**src/rtl/gcde_pkg.sv**
```systemverilog
package gcde_pkg;

    // Coordinates are degrees scaled by 2^FRAC_BITS.
    localparam int FRAC_BITS     = 20;
    localparam int CORDIC_STAGES = 24;
    localparam int ROM_SIZE      = 32;

    localparam int LAT_W   = 28;
    localparam int LON_W   = 29;
    localparam int DEG_W   = 30;
    localparam int TRIG_W  = 32;
    localparam int ANG_W   = 34;
    localparam int RAD_W   = 61;
    localparam int ROOT_W  = (RAD_W + 1) / 2;
    localparam int DIST_W  = 25;
    localparam int NUM_W   = DIST_W + 1;
    localparam int SPEED_W = 12;
    localparam int APB_AW  = 3;
    localparam int APB_DW  = 32;

    localparam int FULL_TURN = 360 * (2 ** FRAC_BITS);
    localparam int HALF_TURN = 180 * (2 ** FRAC_BITS);

    // round(3.14159265359 * 2^30) and round(3.14159265359 / 180 * 2^36)
    localparam logic [32:0] PI_Q30         = 33'd3373259426;
    localparam logic [30:0] DEG2RAD_K36    = 31'd1199381129;
    localparam logic [22:0] EARTH_RADIUS_M = 23'd6399000;
    localparam logic [SPEED_W-1:0] SPEED_RESET = 12'd10;

    typedef enum logic [0:0] {
        REG_SPEED = 1'b0
    } t_reg_idx;

    // atan(2^-n) in Q60 by its power series, n >= 1.
    function automatic logic signed [63:0] atan_series_q60(input int n);
        logic signed [63:0] sum;
        logic signed [63:0] term;
        int e;
        sum = '0;
        for (int k = 0; k < 31; k++) begin
            e = n * (2 * k + 1);
            if (e <= 60) begin
                term = (64'sd1 <<< (60 - e)) / 64'(2 * k + 1);
                sum = k[0] ? sum - term : sum + term;
            end
        end
        return sum;
    endfunction

    // Arctangent table entry round(atan(2^-n) * 2^30); pi/4 is built as
    // atan(1/2) + atan(1/3).
    function automatic logic [31:0] atan_q30(input int n);
        logic signed [63:0] third;
        logic signed [63:0] p;
        logic signed [63:0] term;
        logic signed [63:0] acc;
        third = '0;
        p = (64'sd1 <<< 60) / 64'sd3;
        for (int k = 0; k < 32; k++) begin
            if (p != 0) begin
                term = p / 64'(2 * k + 1);
                third = k[0] ? third - term : third + term;
                p = p / 64'sd9;
            end
        end
        if (n == 0) acc = atan_series_q60(1) + third;
        else        acc = atan_series_q60(n);
        return 32'((acc + (64'sd1 <<< 29)) >>> 30);
    endfunction

    // CORDIC gain in Q30, the square root of the product of (1 + 2^-2i);
    // the rotation starts at 2^30 divided by this value.
    function automatic logic [63:0] cordic_gain_root(input int n);
        logic [63:0] g;
        logic [63:0] num;
        logic [63:0] res;
        logic [63:0] bit_v;
        g = 64'd1 << 60;
        for (int i = 0; i < ROM_SIZE; i++) begin
            if (i < n) g = g + (g >> (2 * i));
        end
        num = g;
        res = '0;
        bit_v = 64'd1 << 62;
        for (int i = 0; i < 32; i++) begin
            if (bit_v > num) bit_v = bit_v >> 2;
        end
        for (int i = 0; i < 32; i++) begin
            if (bit_v != 0) begin
                if (num >= res + bit_v) begin
                    num = num - (res + bit_v);
                    res = (res >> 1) + bit_v;
                end else begin
                    res = res >> 1;
                end
                bit_v = bit_v >> 2;
            end
        end
        return res;
    endfunction

endpackage

```
**src/rtl/gcde_isqrt.sv**
```systemverilog
module gcde_isqrt #(
    parameter int SIDE_W = 1
) (
    input  logic                         i_clk,
    input  logic                         i_rst_n,
    input  logic                         i_valid,
    input  logic [gcde_pkg::RAD_W-1:0]   i_rad,
    input  logic [SIDE_W-1:0]            i_side,
    output logic                         o_valid,
    output logic [gcde_pkg::ROOT_W-1:0]  o_root,
    output logic [SIDE_W-1:0]            o_side
);

    localparam int RAD_W  = gcde_pkg::RAD_W;
    localparam int ROOT_W = gcde_pkg::ROOT_W;

    // One root bit per stage, most significant first; the remainder holds
    // the radicand minus the square of the partial root.
    logic [RAD_W-1:0]  r_rem  [ROOT_W];
    logic [ROOT_W-1:0] r_root [ROOT_W];
    logic              r_v    [ROOT_W];
    logic [SIDE_W-1:0] r_s    [ROOT_W];

    for (genvar i = 0; i < ROOT_W; i++) begin : g_bit
        localparam int K = ROOT_W - 1 - i;
        logic [RAD_W-1:0]  s_rem;
        logic [ROOT_W-1:0] s_root;
        logic              s_v;
        logic [SIDE_W-1:0] s_s;
        logic [RAD_W:0]    s_trial;

        if (i == 0) begin : g_first
            assign s_rem  = i_rad;
            assign s_root = '0;
            assign s_v    = i_valid;
            assign s_s    = i_side;
        end else begin : g_next
            assign s_rem  = r_rem[i-1];
            assign s_root = r_root[i-1];
            assign s_v    = r_v[i-1];
            assign s_s    = r_s[i-1];
        end

        assign s_trial = ((RAD_W + 1)'(s_root) << (K + 1)) + ((RAD_W + 1)'(1) << (2 * K));

        always_ff @(posedge i_clk) begin
            if (!i_rst_n) r_v[i] <= 1'b0;
            else          r_v[i] <= s_v;
        end

        always_ff @(posedge i_clk) begin
            if (s_trial <= {1'b0, s_rem}) begin
                r_rem[i]  <= s_rem - s_trial[RAD_W-1:0];
                r_root[i] <= s_root | (ROOT_W'(1) << K);
            end else begin
                r_rem[i]  <= s_rem;
                r_root[i] <= s_root;
            end
            r_s[i] <= s_s;
        end
    end

    assign o_valid = r_v[ROOT_W-1];
    assign o_root  = r_root[ROOT_W-1];
    assign o_side  = r_s[ROOT_W-1];

endmodule

```
**config.mk**
```make
export PLATFORM = sky130hd
export DESIGN_NAME = gcde_isqrt
export DESIGN_NICKNAME = d
export VERILOG_FILES = /design/src/rtl/gcde_pkg.sv /design/src/rtl/gcde_isqrt.sv
export SDC_FILE = /design/constraint.sdc
export NUM_CORES = 2
export LEC_CHECK = 0
export BUFFER_PORTS_ARGS = -buffer_cell sky130_fd_sc_hd__buf_2
export CAP_MARGIN = 20
export CORE_AREA = 3 3 358 431
export DETAILED_ROUTE_END_ITERATION = 16
export DIE_AREA = 0 0 361 434
export HOLD_SLACK_MARGIN = 0.15
export PLACE_DENSITY_LB_ADDON = 0.05
export SLEW_MARGIN = 15
export SYNTH_ARGS = -nofsm -noshare
export SYNTH_HDL_FRONTEND = slang
export SYNTH_SLANG_ARGS = --single-unit
export TNS_END_PERCENT = 20
```
**constraint.sdc**
```tcl
create_clock -name i_clk -period 4 [get_ports i_clk]
set_input_delay 0 -clock i_clk [delete_from_list [all_inputs] [get_ports i_clk]]
set_output_delay 0 -clock i_clk [all_outputs]
set_load 0.05 [all_outputs]
```
* After elaboration in Yosys (flattened, before gate mapping)
Memory sizes are Yosys's and may differ from the RTL's. Cells that the tools add are included.
Word-level totals: bits in registers 0, RAM bits 2914, input port bits 65, memories 4
Memories:
- r_rem | words 31, width 61, read ports 30, clocked after Yosys merged registers in 0, write ports 31, RTL line gcde_isqrt.sv:19 | logic [RAD_W-1:0] r_rem [ROOT_W];
- r_root | words 31, width 31, read ports 31, clocked after Yosys merged registers in 0, write ports 31, RTL line gcde_isqrt.sv:20 | logic [ROOT_W-1:0] r_root [ROOT_W];
- r_s | words 31, width 1, read ports 31, clocked after Yosys merged registers in 0, write ports 31, RTL line gcde_isqrt.sv:22 | logic [SIDE_W-1:0] r_s [ROOT_W];
- r_v | words 31, width 1, read ports 31, clocked after Yosys merged registers in 0, write ports 31, RTL line gcde_isqrt.sv:21 | logic r_v [ROOT_W];
Operators by class: add/sub/neg operators 61, order comparisons 31, mux-type cells 188, bitwise logic cells 93
Operator list (number):
- $mux W61 | 31
- $mux W31 | 31
- $mux W1 | 126
- $sub A61 B61 Y61 | 2
- $or A1 B1 Y1 | 93
- $add A61 B59 Y62 const B | 1
- $le A62 B61 Y1 | 1
- $add A60 B57 Y61 const B | 1
- $le A33 B61 Y1 | 1
- $le A34 B61 Y1 | 1
- $le A35 B61 Y1 | 1
- $le A36 B61 Y1 | 1
- $le A37 B61 Y1 | 1
- $le A38 B61 Y1 | 1
- $le A39 B61 Y1 | 1
- $le A40 B61 Y1 | 1
- $le A41 B61 Y1 | 1
- $le A42 B61 Y1 | 1
- $le A43 B61 Y1 | 1
- $le A44 B61 Y1 | 1
- $le A45 B61 Y1 | 1
- $le A46 B61 Y1 | 1
- $le A47 B61 Y1 | 1
- $le A48 B61 Y1 | 1
- 71 further kinds | 71

* Depth between registers and ports, before layout
An unclocked memory read counts as a cell.
depth in word-level cells 6, mapped depth 15

* Worst setup path after synthesis
Ideal clock, no wire load.
kind reg2reg, from memory r_rem[27][32] (netlist: r_rem[1][703]), to memory r_rem[28][58] (netlist: r_rem[1][790]), arrival 3.242 ns, required time 3.881 ns, slack 0.638 ns, stages on the path, launching flop included 16, path buffers 3, clock period less this slack 3.362 ns, cell sequence dfxtp_1 -> inv_1 -> ha_1 -> clkbuf_1 -> nand2_1 -> nor3_1 -> nand3_1 -> or3_1 -> nor4_1 -> a211oi_1 -> o21ai_1 -> nor2b_1 -> clkbuf_1 -> clkbuf_1 -> o211ai_1 -> xnor2_1
RTL lines (RTL line):
- start, declared | gcde_isqrt.sv:19

==> results_dict.tcl <==
set metrics [dict create \
    status "finished clean" \
    required_ns 4.69 \
    port_buffers 97 \
    setup.worst_path.end "r_rem[1][654]" \
    rows 156 \
    antenna_left 0 \
    area_delta_synth_final_pct 14.3 \
    setup_viol 0 \
    layout_common_cells "2388 x dfxtp_1, 676 x inv_1, 617 x nand2_1" \
    grt_max_degree 59 \
    first_iter_violations 4388 \
    ys_warn_count 0 \
    path_delay_family "compound AO/OA/AOI/OAI gates" \
    clkTransAtPathRegs_ns 0.07 \
    leakagePower_nw 47.3 \
    dp_hpwl_mm 185 \
    grt_pass1_wl_mm 371 \
    io_pins 98 \
    finalInstanceArea_mm2 0.103 \
    path_buf_inv 3 \
    fill_cells 11436 \
    routabilityCongestion 0.996 \
    design_power_total_w 0.0757 \
    track_usage 0.304 \
    cts_setup_buffers 0 \
    numClockSinks 2388 \
    antenna_found_initial 7 \
    relSlewSlack 0.217 \
    synth-seq-cells 2388 \
    clock.fmax_mhz 254 \
    finalCritPeriodShare 0.985 \
    rsz0062_at_grt "false" \
    post_drt_wl_per_cell_um 20.7 \
    dr_total_vias 66271 \
    power.density_mw_per_mm2 737 \
    ys_seq_area_frac 0.531 \
    reg2regPathDepth 13 \
    worstMarginPinSlew_ns 1.17 \
    critical_path.startpoint "r_root[1][286]" \
    coreArea_mm2 0.150 \
    synth_edf_count 0 \
    dieArea_mm2 0.157 \
    grt_pass1_vias 68204 \
    drc 0 \
    synth_area_leaders "dfxtp_1 53%, ha_1 7.7%, xnor2_1 4.2%, xor2_1 3.4%, a21oi_1 3.3%" \
    yosys.area.top_type "dfxtp_1" \
    synthArstFlopShare 0 \
    final_common_cell "dfxtp_1" \
    slowest_delay_ns 0.64 \
    yosysUniqueCellTypes 91 \
    synth-main-ff-cell "dfxtp_1" \
    syn_inst 9055 \
    ir_drop_uv 542 \
    fin_crit_ns 3.94 \
    worst_clock_skew_ns 0.0743 \
    drv_cap 0 \
    end_kind "flip-flop" \
    grt_overflow_total 0 \
    drv_slew 0 \
    htreeDepth 4 \
    cts_tree "built" \
    hold_class "in2reg" \
    multi_input_area_mm2 0.0389 \
    avgSynthCellArea_um2 9.93 \
    cts_max_path_buffers 3 \
    synth_nets 9672 \
    cpMaxStageDelayCell "o41ai_1" \
    synth_top_area_frac 0.531 \
    dr.pass1.iters 5 \
    fin_util 0.683 \
    crit_cells 13 \
    fin_nets 10114 \
    regArea_mm2 0.0478 \
    root_buffer "clkbuf_16" \
    crit_type "reg2reg" \
    final_hold_viol_count 0 \
    place_area_mm2 0.0938 \
    die_w_um 361 \
    r2r_slack_ns 0.06 \
    path_max_fanout 7 \
    via_per_inst 5.68 \
    synth_area_mm2 0.0900 \
    reg2reg_from "r_root[1][286]" \
    totalWireLength_mm 241 \
    startpoint_type "flip-flop" \
    clkLatencyLatePin_ns 0.88 \
    rr_endpoint "r_rem[1][654]" \
    cp.arrival_ns 4.63 \
    drive_gt1_frac 0.0856 \
    die_y_um 434 \
    crit_chain "inv_1, ha_1, o21a_1, o221a_2, a41o_1, nor4_1, buf_4, o41ai_1, nand4_1, buf_4, and2_2, nor4_1, xor2_1" \
    start_util 0.598 \
    numCtsBuffers 214 \
]
-- synthesized netlist by cell type, types with 67 or more instances --
cell type and n:
dfxtp_1 2388, inv_1 676, nand2_1 617, a21oi_1 585, nor2_1 567, ha_1 551
xnor2_1 433, o21ai_0 421, xor2_1 354, nor4_1 305, nor3_1 227, a21o_1 199
clkbuf_1 166, nand3_1 152, nand4_1 146, nand2b_1 112, or3_1 112, o21a_1 85
nor2b_1 68, mux2_2 67
-- flip-flops by register name, indices dropped and copies added (netlist names) --
register	count
r_rem	1830
r_root	496
r_s	31
r_v	31
-- report_power, final --
group          switching (W)  internal [W]
Clock                0.00926        0.0123
Combinational         0.0116       0.00897
Sequential           0.00447        0.0291
-- layer usage --
layer | vias up | track usage | routed length (µm)
met5 | - | 0 | 0
met4 | 0 | 0.196 | 17300
met3 | 734 | 0.0439 | 9640
met2 | 1678 | 0.601 | 131000
met1 | 31574 | 0.290 | 83700
li1 | 32285 | - | -
-- through the flow --
| step | setup TNS [ns] | cells | hold slack (ns) | setup WS, ns |
|---|---|---|---|---|
| final | 0 | 11674 | 0.267 | 0.0607 |
| after global routing | 0 | 11672 | 0.263 | 0.00716 |
| after CTS | 0 | 11658 | 0.208 | 0.0601 |
| after detailed placement | -0.0492 | 11126 | 0.104 | -0.0492 |
| after global placement | 0 | 11123 | 0.102 | 0.0539 |
| after floorplan | 0 | 9055 | 0.0277 | 0.638 |
-- layout make-up --
class | count | area share
diodes | 16 | 0.000389
clock buffers | 290 | 0.0589
clock inverters | 112 | 0.0153
inverters | 680 | 0.0248
multi-input cells | 5782 | 0.378
flip-flops and latches | 2388 | 0.465
well taps | 1975 | 0.0240
repair buffers | 431 | 0.0330
-- logic make-up after synthesis --
logic type / synth area share
XOR/XNOR: 0.0766
multiplexers: 0.00939
buffers and inverters: 0.0374
adder cells (fa/ha/maj): 0.0769
AND/OR/NAND/NOR: 0.153
other: 0.0000417
AO/OA/AOI/OAI: 0.116
flip-flops: 0.531
-- tightest hold or removal path: cells and delay by family --
family | cells | cell delay (ns)
buf+inv | 3 | 1.13
-- what timing repair did --
action	in CTS	in global routing
gates resized for setup	1	10
hold buffers	130	0
cloned	0	0
endpoints found under the hold margin	93	0
setup endpoints to repair	1	31
-- worst min path at each step --
stage / start / endpoint / slack [ns] / cells past startpoint
6_report: i_rad[30] / r_rem[0][30] / 0.27 / 3
2_1_floorplan: i_rad[0] / r_rem[0][0] / 0.03 / 0
5_1_grt: i_rad[9] / r_rem[0][9] / 0.26 / 3
3_3_place_gp: i_rad[28] / r_rem[0][28] / 0.10 / 1
3_5_place_dp: i_rad[53] / r_rem[0][53] / 0.10 / 1
4_1_cts: i_rad[60] / r_root[0][30] / 0.21 / 3
Power figures use the tool's default switching activity.
