===== config.mk =====
export PLATFORM = sky130hd
export DESIGN_NAME = gcde_div
export DESIGN_NICKNAME = d
export VERILOG_FILES = /design/src/rtl/gcde_pkg.sv /design/src/rtl/gcde_div.sv
export SDC_FILE = /design/constraint.sdc
export NUM_CORES = 2
export LEC_CHECK = 0
export BUFFER_PORTS_ARGS = -buffer_cell sky130_fd_sc_hd__buf_2
export CELL_PAD_IN_SITES_DETAIL_PLACEMENT = 2
export CELL_PAD_IN_SITES_GLOBAL_PLACEMENT = 2
export CORE_MARGIN = 2
export CORE_UTILIZATION = 25
export DETAILED_ROUTE_END_ITERATION = 16
export PLACE_DENSITY = 0.61
export REMOVE_ABC_BUFFERS = 1
export SETUP_SLACK_MARGIN = 0.05
export SLEW_MARGIN = 20
export SYNTH_ARGS = -nofsm -noshare
export SYNTH_HDL_FRONTEND = slang
export SYNTH_SLANG_ARGS = --single-unit

===== constraint.sdc =====
create_clock -name i_clk -period 3.3 [get_ports i_clk]
set_input_delay 0.33 -clock i_clk [delete_from_list [all_inputs] [get_ports i_clk]]
set_output_delay 0.33 -clock i_clk [all_outputs]
set_load 0.01 [all_outputs]

===== src/rtl/gcde_pkg.sv =====
package gcde_pkg;

    // Coordinates are degrees scaled by 2^FRAC_BITS.
    localparam int FRAC_BITS     = 20;
    localparam int CORDIC_STAGES = 24;
    localparam int ROM_SIZE      = 32;

    localparam int LAT_W   = 28;
    localparam int LON_W   = 29;
    localparam int DEG_W   = 30;
    localparam int TRIG_W  = 32;
    localparam int ANG_W   = 34;
    localparam int RAD_W   = 61;
    localparam int ROOT_W  = (RAD_W + 1) / 2;
    localparam int DIST_W  = 25;
    localparam int NUM_W   = DIST_W + 1;
    localparam int SPEED_W = 12;
    localparam int APB_AW  = 3;
    localparam int APB_DW  = 32;

    localparam int FULL_TURN = 360 * (2 ** FRAC_BITS);
    localparam int HALF_TURN = 180 * (2 ** FRAC_BITS);

    // round(3.14159265359 * 2^30) and round(3.14159265359 / 180 * 2^36)
    localparam logic [32:0] PI_Q30         = 33'd3373259426;
    localparam logic [30:0] DEG2RAD_K36    = 31'd1199381129;
    localparam logic [22:0] EARTH_RADIUS_M = 23'd6399000;
    localparam logic [SPEED_W-1:0] SPEED_RESET = 12'd10;

    typedef enum logic [0:0] {
        REG_SPEED = 1'b0
    } t_reg_idx;

    // atan(2^-n) in Q60 by its power series, n >= 1.
    function automatic logic signed [63:0] atan_series_q60(input int n);
        logic signed [63:0] sum;
        logic signed [63:0] term;
        int e;
        sum = '0;
        for (int k = 0; k < 31; k++) begin
            e = n * (2 * k + 1);
            if (e <= 60) begin
                term = (64'sd1 <<< (60 - e)) / 64'(2 * k + 1);
                sum = k[0] ? sum - term : sum + term;
            end
        end
        return sum;
    endfunction

    // Arctangent table entry round(atan(2^-n) * 2^30); pi/4 is built as
    // atan(1/2) + atan(1/3).
    function automatic logic [31:0] atan_q30(input int n);
        logic signed [63:0] third;
        logic signed [63:0] p;
        logic signed [63:0] term;
        logic signed [63:0] acc;
        third = '0;
        p = (64'sd1 <<< 60) / 64'sd3;
        for (int k = 0; k < 32; k++) begin
            if (p != 0) begin
                term = p / 64'(2 * k + 1);
                third = k[0] ? third - term : third + term;
                p = p / 64'sd9;
            end
        end
        if (n == 0) acc = atan_series_q60(1) + third;
        else        acc = atan_series_q60(n);
        return 32'((acc + (64'sd1 <<< 29)) >>> 30);
    endfunction

    // CORDIC gain in Q30, the square root of the product of (1 + 2^-2i);
    // the rotation starts at 2^30 divided by this value.
    function automatic logic [63:0] cordic_gain_root(input int n);
        logic [63:0] g;
        logic [63:0] num;
        logic [63:0] res;
        logic [63:0] bit_v;
        g = 64'd1 << 60;
        for (int i = 0; i < ROM_SIZE; i++) begin
            if (i < n) g = g + (g >> (2 * i));
        end
        num = g;
        res = '0;
        bit_v = 64'd1 << 62;
        for (int i = 0; i < 32; i++) begin
            if (bit_v > num) bit_v = bit_v >> 2;
        end
        for (int i = 0; i < 32; i++) begin
            if (bit_v != 0) begin
                if (num >= res + bit_v) begin
                    num = num - (res + bit_v);
                    res = (res >> 1) + bit_v;
                end else begin
                    res = res >> 1;
                end
                bit_v = bit_v >> 2;
            end
        end
        return res;
    endfunction

endpackage


===== src/rtl/gcde_div.sv =====
module gcde_div #(
    parameter int SIDE_W = 1
) (
    input  logic                          i_clk,
    input  logic                          i_rst_n,
    input  logic                          i_valid,
    input  logic [gcde_pkg::NUM_W-1:0]    i_num,
    input  logic [gcde_pkg::SPEED_W-1:0]  i_den,
    input  logic [SIDE_W-1:0]             i_side,
    output logic                          o_valid,
    output logic [gcde_pkg::NUM_W-1:0]    o_quo,
    output logic [SIDE_W-1:0]             o_side
);

    localparam int NUM_W = gcde_pkg::NUM_W;
    localparam int DEN_W = gcde_pkg::SPEED_W;

    // Restoring division, one quotient bit per stage, by the live speed
    // register; the user must change it only while idle, unenforced.
    logic [NUM_W-1:0]  r_num [NUM_W];
    logic [DEN_W-1:0]  r_rem [NUM_W];
    logic [NUM_W-1:0]  r_quo [NUM_W];
    logic              r_v   [NUM_W];
    logic [SIDE_W-1:0] r_s   [NUM_W];

    for (genvar i = 0; i < NUM_W; i++) begin : g_bit
        localparam int K = NUM_W - 1 - i;
        logic [NUM_W-1:0]  s_num;
        logic [DEN_W-1:0]  s_rem;
        logic [NUM_W-1:0]  s_quo;
        logic              s_v;
        logic [SIDE_W-1:0] s_s;
        logic [DEN_W:0]    s_sh;
        logic              s_ge;

        if (i == 0) begin : g_first
            assign s_num = i_num;
            assign s_rem = '0;
            assign s_quo = '0;
            assign s_v   = i_valid;
            assign s_s   = i_side;
        end else begin : g_next
            assign s_num = r_num[i-1];
            assign s_rem = r_rem[i-1];
            assign s_quo = r_quo[i-1];
            assign s_v   = r_v[i-1];
            assign s_s   = r_s[i-1];
        end

        assign s_sh = {s_rem, s_num[K]};
        assign s_ge = s_sh >= {1'b0, i_den};

        always_ff @(posedge i_clk) begin
            if (!i_rst_n) r_v[i] <= 1'b0;
            else          r_v[i] <= s_v;
        end

        always_ff @(posedge i_clk) begin
            r_num[i] <= s_num;
            r_rem[i] <= s_ge ? DEN_W'(s_sh - {1'b0, i_den}) : DEN_W'(s_sh);
            r_quo[i] <= s_quo | (NUM_W'(s_ge) << K);
            r_s[i]   <= s_s;
        end
    end

    assign o_valid = r_v[NUM_W-1];
    assign o_quo   = r_quo[NUM_W-1];
    assign o_side  = r_s[NUM_W-1];

endmodule


==> Yosys cells after proc, flatten, opt, wreduce, memory -nomap -nowiden <==
Memory sizes are Yosys's and may differ from the RTL's.
Index checks and enable logic that the tools add are counted.
{ "classes": {"addsub": 26, "order_cmp": 26, "mux": 54, "n_bitwise": 51} }
{ "op_table": {"columns": ["cell", "n"], "rows": [
  ["$ge A13 B12 Y1", 25],
  ["$mux W12", 26],
  ["$sub A12 B12 Y12", 25],
  ["$mux W1", 28],
  ["$or A1 B1 Y1", 26],
  ["$or A26 B1 Y26", 1],
  ["$or A26 B10 Y26", 1],
  ["$or A26 B11 Y26", 1],
  ["$or A26 B12 Y26", 1],
  ["$or A26 B13 Y26", 1],
  ["$or A26 B14 Y26", 1],
  ["$or A26 B15 Y26", 1],
  ["$or A26 B16 Y26", 1],
  ["$or A26 B17 Y26", 1],
  ["$or A26 B18 Y26", 1],
  ["$or A26 B19 Y26", 1],
  ["$or A26 B2 Y26", 1],
  ["$or A26 B20 Y26", 1],
  ["$or A26 B21 Y26", 1],
  ["$or A26 B22 Y26", 1],
  ["$or A26 B23 Y26", 1],
  ["$or A26 B24 Y26", 1],
  ["$or A26 B25 Y26", 1],
  ["$or A26 B3 Y26", 1],
  ["other kinds (8)", 8]
]} }
{ "word_totals": {"ff_bits": 0, "ram_bits": 1716, "inputBits": 42, "output_inout_bits": 28, "mem_count": 5} }
{ "memory_table": {"columns": ["memory", "depth", "word_bits", "rd", "rd_ports_with_merged_regs", "write_ports", "line", "text"], "rows": [
  ["r_num", 26, 26, 25, 0, 26, "gcde_div.sv:20", "logic [NUM_W-1:0] r_num [NUM_W];"],
  ["r_quo", 26, 26, 26, 0, 26, "gcde_div.sv:22", "logic [NUM_W-1:0] r_quo [NUM_W];"],
  ["r_rem", 26, 12, 25, 0, 26, "gcde_div.sv:21", "logic [DEN_W-1:0] r_rem [NUM_W];"],
  ["r_s", 26, 1, 26, 0, 26, "gcde_div.sv:24", "logic [SIDE_W-1:0] r_s [NUM_W];"],
  ["r_v", 26, 1, 26, 0, 26, "gcde_div.sv:23", "logic r_v [NUM_W];"]
]} }

==> Longest topological paths before layout <==
An unclocked memory read counts as a cell.
{ "logic_depth": {"ltp_word": 3, "depth_mapped": 10, "mapped_depth_nobuf": 10} }

==> Least setup slack after synthesis <==
Ideal clock, no wire load.
{ "synth_timing": {"path_type": "input -> register", "startpoint": "input port i_den[1] in the netlist's numbering", "endpoint": "memory r_rem[0][172] in the netlist's numbering", "setup_ns": 0.121, "arrival_time_ns": 3.069, "slack_ns": 0.109, "cell_stages": 10, "path_buffers": 1, "cell_sequence": "inv_1 > ha_1 > nor2b_4 > o31a_1 > or3_1 > a21oi_2 > a21oi_2 > a2111oi_4 > buf_6 > mux2_4"} }
{ "synth_lines": {"columns": ["element", "line", "text"], "rows": [
  ["start: declaration", "gcde_div.sv:8", "input logic [gcde_pkg::SPEED_W-1:0] i_den,"],
  ["end: declaration", "gcde_div.sv:21", null]
]} }

==> Implementation_results.wiki <==
{| class="wikitable"
! Metric !! Value
|-
| Starting utilization of the core area || 25.19%
|-
| Overflow after GRT || 0
|-
| Endpoint kind of the worst setup timing path || flop
|-
| Terminus of the critical flop-to-flop path || r_rem[1][18]$_DFF_P_
|-
| Final critical path time including I/O delays and setup || 2.997 ns
|-
| Number of distinct library cells after synthesis || 60
|-
| Adder-cell share of the synthesized area || 11.44%
|-
| Routability-driven placement congestion ratio || 0.7786
|-
| Vias in the first global route || 27400
|-
| Final setup violating endpoints || 0
|-
| Reg-to-reg setup timing slack || 0.43 ns
|-
| Vias after detailed routing || 24520
|-
| Kind of path behind the tightest hold check || in2reg
|-
| Most area-hungry cell type in the Yosys netlist || dfxtp_1
|-
| Worst slew margin relative to its limit || 30.75%
|-
| Result of the run || finished clean
|-
| Multiplexer share of the synthesized area || 6.780%
|-
| Most numerous cell in the Yosys netlist || dfxtp_1
|-
| ANT nets after route || 0
|-
| Warnings, synthesis || 0
|-
| Least-Margin Pin Slew || 1.033 ns
|-
| Via density per instance || 4.395
|-
| Placeable Area || 147800 µm²
|-
| Largest family of logic cells by synthesized area || compound AO/OA/AOI/OAI gates
|-
| Share of the synthesized area in the top cell type || 55.26%
|-
| TritonCTS sink count || 1028
|-
| Reg-to-Reg Start || r_rem[1][5]$_DFF_P_
|-
| PostCTS Resize Cnt || 0
|-
| Row cnt || 141
|-
| Dominant register cell in the synthesized netlist || dfxtp_1
|-
| Clk buf depth || 3
|-
| Async set or reset register ratio after synthesis || 0%
|-
| Share of synthesized area occupied by flip-flops and latches || 55.26%
|-
| Overall routing resource usage || 12.12%
|-
| Footprint of the multi-input gates || 16060 µm²
|-
| Number of enable-type register cells in the synthesized netlist || 0
|-
| Number of DRC markers after the initial detailed-route iteration || 720
|-
| Maximum clock frequency || 333.7 MHz
|-
| Post-Place Cell Area || 41160 µm²
|-
| Worst IR drop on VDD || 0.4603 mV
|-
| Worst Min Path Start || i_den[9]
|-
| Number of nets in the finished design || 3914
|-
| Detailed Routing Iterations Pass 1 || 4
|-
| Cell count of the worst hold path || 4
|-
| Width of the chip || 390.0 µm
|-
| List of most frequent post-synthesis cells || 1028 x dfxtp_1, 302 x ha_1, 208 x a21oi_1
|-
| Post-synthesis compound-gate area fraction || 12.11%
|-
| Leakage power of the design || 19.78 nW
|-
| Final-report hold violation count || 0
|-
| Worst skew pair latency || 0.74 ns
|-
| Share of layout cells above drive strength 1 || 17.80%
|-
| Pwr dens || 1011 nW/µm²
|-
| Number of placed I/O pins || 70
|-
| Number of setup buffers added after CTS || 0
|-
| Fin Clk Skew || 0.03703 ns
|-
| Count of buffers from port buffering || 69
|-
| RSZ-0062 raised after global routing || no
|-
| DRC Markers || 0
|-
| Reg2reg path depth || 8
|-
| Maximum level of the CTS H-tree || 3
|-
| Synthesized area || 37240 µm²
|-
| Maximum number of pins on one net before global-route repair || 30
|-
| Sequential cell area || 20580 µm²
|-
| DIE HEIGHT || 390.0 µm
|-
| Leading cell types by total area after synthesis || dfxtp_1 55%, ha_1 10%, mux2_2 5.5%, a21oi_1 2.8%, xnor2_1 2.3%
|-
| Startpoint-to-endpoint class of the critical path || in2reg
|-
| Gate count of the mapped netlist || 3220
|-
| Maxcap violations || 0
|-
| Clock transition at the register clock pins on the worst setup and hold paths after CTS || 0.07 ns
|-
| Area overhead of the layout relative to synthesis || 22.67%
|-
| Clock tree from TritonCTS || yes
|-
| Total length of routed wires || 91240 µm
|-
| Root Buffer Master || clkbuf_16
|-
| Share of the clock period used by the worst path after layout || 90.81%
|-
| Highest fanout seen on the critical path || 15
|-
| Max-slew violation count || 0
|-
| Initial antenna violation count || 1
|-
| Mean instance size in the synthesized netlist || 11.57 µm²
|-
| Wire length per cell after detailed routing || 16.36 µm
|-
| CP Data Required Time || 3.90 ns
|-
| Total Die Area || 152100 µm²
|-
| Num CTS Buffers || 117
|-
| Startpoint Class || input pin
|-
| Number of synthesized register bits || 1028
|-
| Setup crit start || i_den[5]
|-
| Area fraction in and, or, nand and nor cells after synthesis || 8.151%
|-
| Count of fill cells added during filler insertion || 15880
|-
| Global-route wire length before repair || 147900 µm
|-
| Endpoint with the worst hold slack || r_rem[0][5]$_SDFF_PN0_
|-
| Post-synthesis share of cell area spent on xor and xnor gates || 4.421%
|-
| CP arrival || 3.60 ns
|-
| Hold_ws || 0.08500 ns
|-
| Post-DP HPWL || 64590 µm
|-
| Summed area of non-filler cells in the final layout || 45680 µm²
|}
==> sequential cells by signal (all words and copies together), names as in the netlist <==
name,count
r_num,325
r_quo,351
r_rem,300
r_s,26
r_v,26
==> cells by family after synthesis <==
| group | count (synthesis) |
|---|---|
| DFF | 1028 |
| AOI/OAI and AO/OA | 684 |
| and+or+nand+nor | 601 |
| adders and majority gates | 326 |
| muxes | 226 |
| xor gates and xnor gates | 188 |
| buffers and inverters | 167 |
==> worst max-delay path, cell delays in order <==
cell           delay [ns]
dlygate4sd3_1        0.55
buf_2                0.13
inv_1                0.07
buf_12               0.18
ha_1                 0.26
a21o_1               0.17
a21o_1               0.19
a21oi_1              0.20
nor2_1               0.06
a2111oi_0            0.73
o31ai_4              0.35
mux2_2               0.37
==> power breakdown <==
part           total (W)  switching [W]  leakage [nW]  internal [W]
registers         0.0168        0.00131          8.58        0.0155
logic             0.0159        0.00806          9.21       0.00781
clock network     0.0136        0.00551          1.99       0.00804
total             0.0462         0.0149          19.8        0.0313
==> cell type report <==
class                   instances  share of cell area (%)
flip-flops and latches       1028                   45.05
well taps                    1930                   5.286
diodes                          1                0.005478
repair buffers                246                   4.388
multi-input cells            2025                   35.16
clock inverters                71                   1.967
clock buffers                 149                   7.088
inverters                     128                   1.052
==> worst max-delay path by stage <==
stage	to
floorplan	r_rem[0][162]$_DFF_P_
global placement	r_rem[0][57]$_DFF_P_
detailed placement	r_rem[0][170]$_DFF_P_
CTS	r_rem[0][95]$_DFF_P_
global route	r_rem[1][16]$_DFF_P_
finish	r_rem[1][18]$_DFF_P_
==> repair_timing <==
item                                    in CTS  in global routing
hold buffers                                37                  0
endpoints found under the setup margin       0                  0
hold endpoints to repair                    60                  0
==> stage by stage <==
| step | worst slack (ns) | utilization [%] | instances | total power [W] | setup TNS [ns] |
|---|---|---|---|---|---|
| global route | 0.1686 | 30.90 | 5577 | 0.04982 | 0 |
| floorplan | -0.2135 | - | 3181 | 0.02798 | -11.95 |
| finish | 0.3034 | 30.90 | 5578 | 0.04618 | 0 |
| CTS | 0.4395 | 30.89 | 5577 | 0.04720 | 0 |
| global placement | 0.1095 | 27.84 | 5320 | 0.03257 | 0 |
| detailed placement | 0.03490 | 27.84 | 5320 | 0.03297 | 0 |
==> routing by layer <==
metal	GRT usage [%]	share of wire (%)
met1	14.60	45
met2	21.32	49
met3	2.092	3.0
met4	4.823	3.2
met5	0	0
==> placed cells by master, fill, tap and decap left out, types with 18 or more instances in the layout <==
master,synthesis,routed
buf_2,4,69
inv_1,128,128
dfxtp_1,1028,1028
clkbuf_16,0,117
nor2_1,145,145
and3_1,32,32
xnor2_1,98,98
xor2_1,90,90
clkbuf_8,0,19
buf_12,0,19
buf_4,10,121
o41a_1,19,19
mux2_2,181,181
a31oi_1,20,20
or3_1,18,18
ha_1,302,302
and2_1,38,38
nand2_1,101,101
o31a_1,31,31
nor2b_1,56,56
nor3_1,30,30
nand2b_1,41,41
fa_1,24,24
o21a_1,48,48
o21ai_0,133,132
nor4_1,24,24
o311ai_0,18,18
dlygate4sd3_1,0,37
mux2i_1,37,37
nand3_1,81,81
a21oi_1,208,208
a2111oi_0,20,20
a21o_1,106,106
Power figures use the tool's default switching activity.
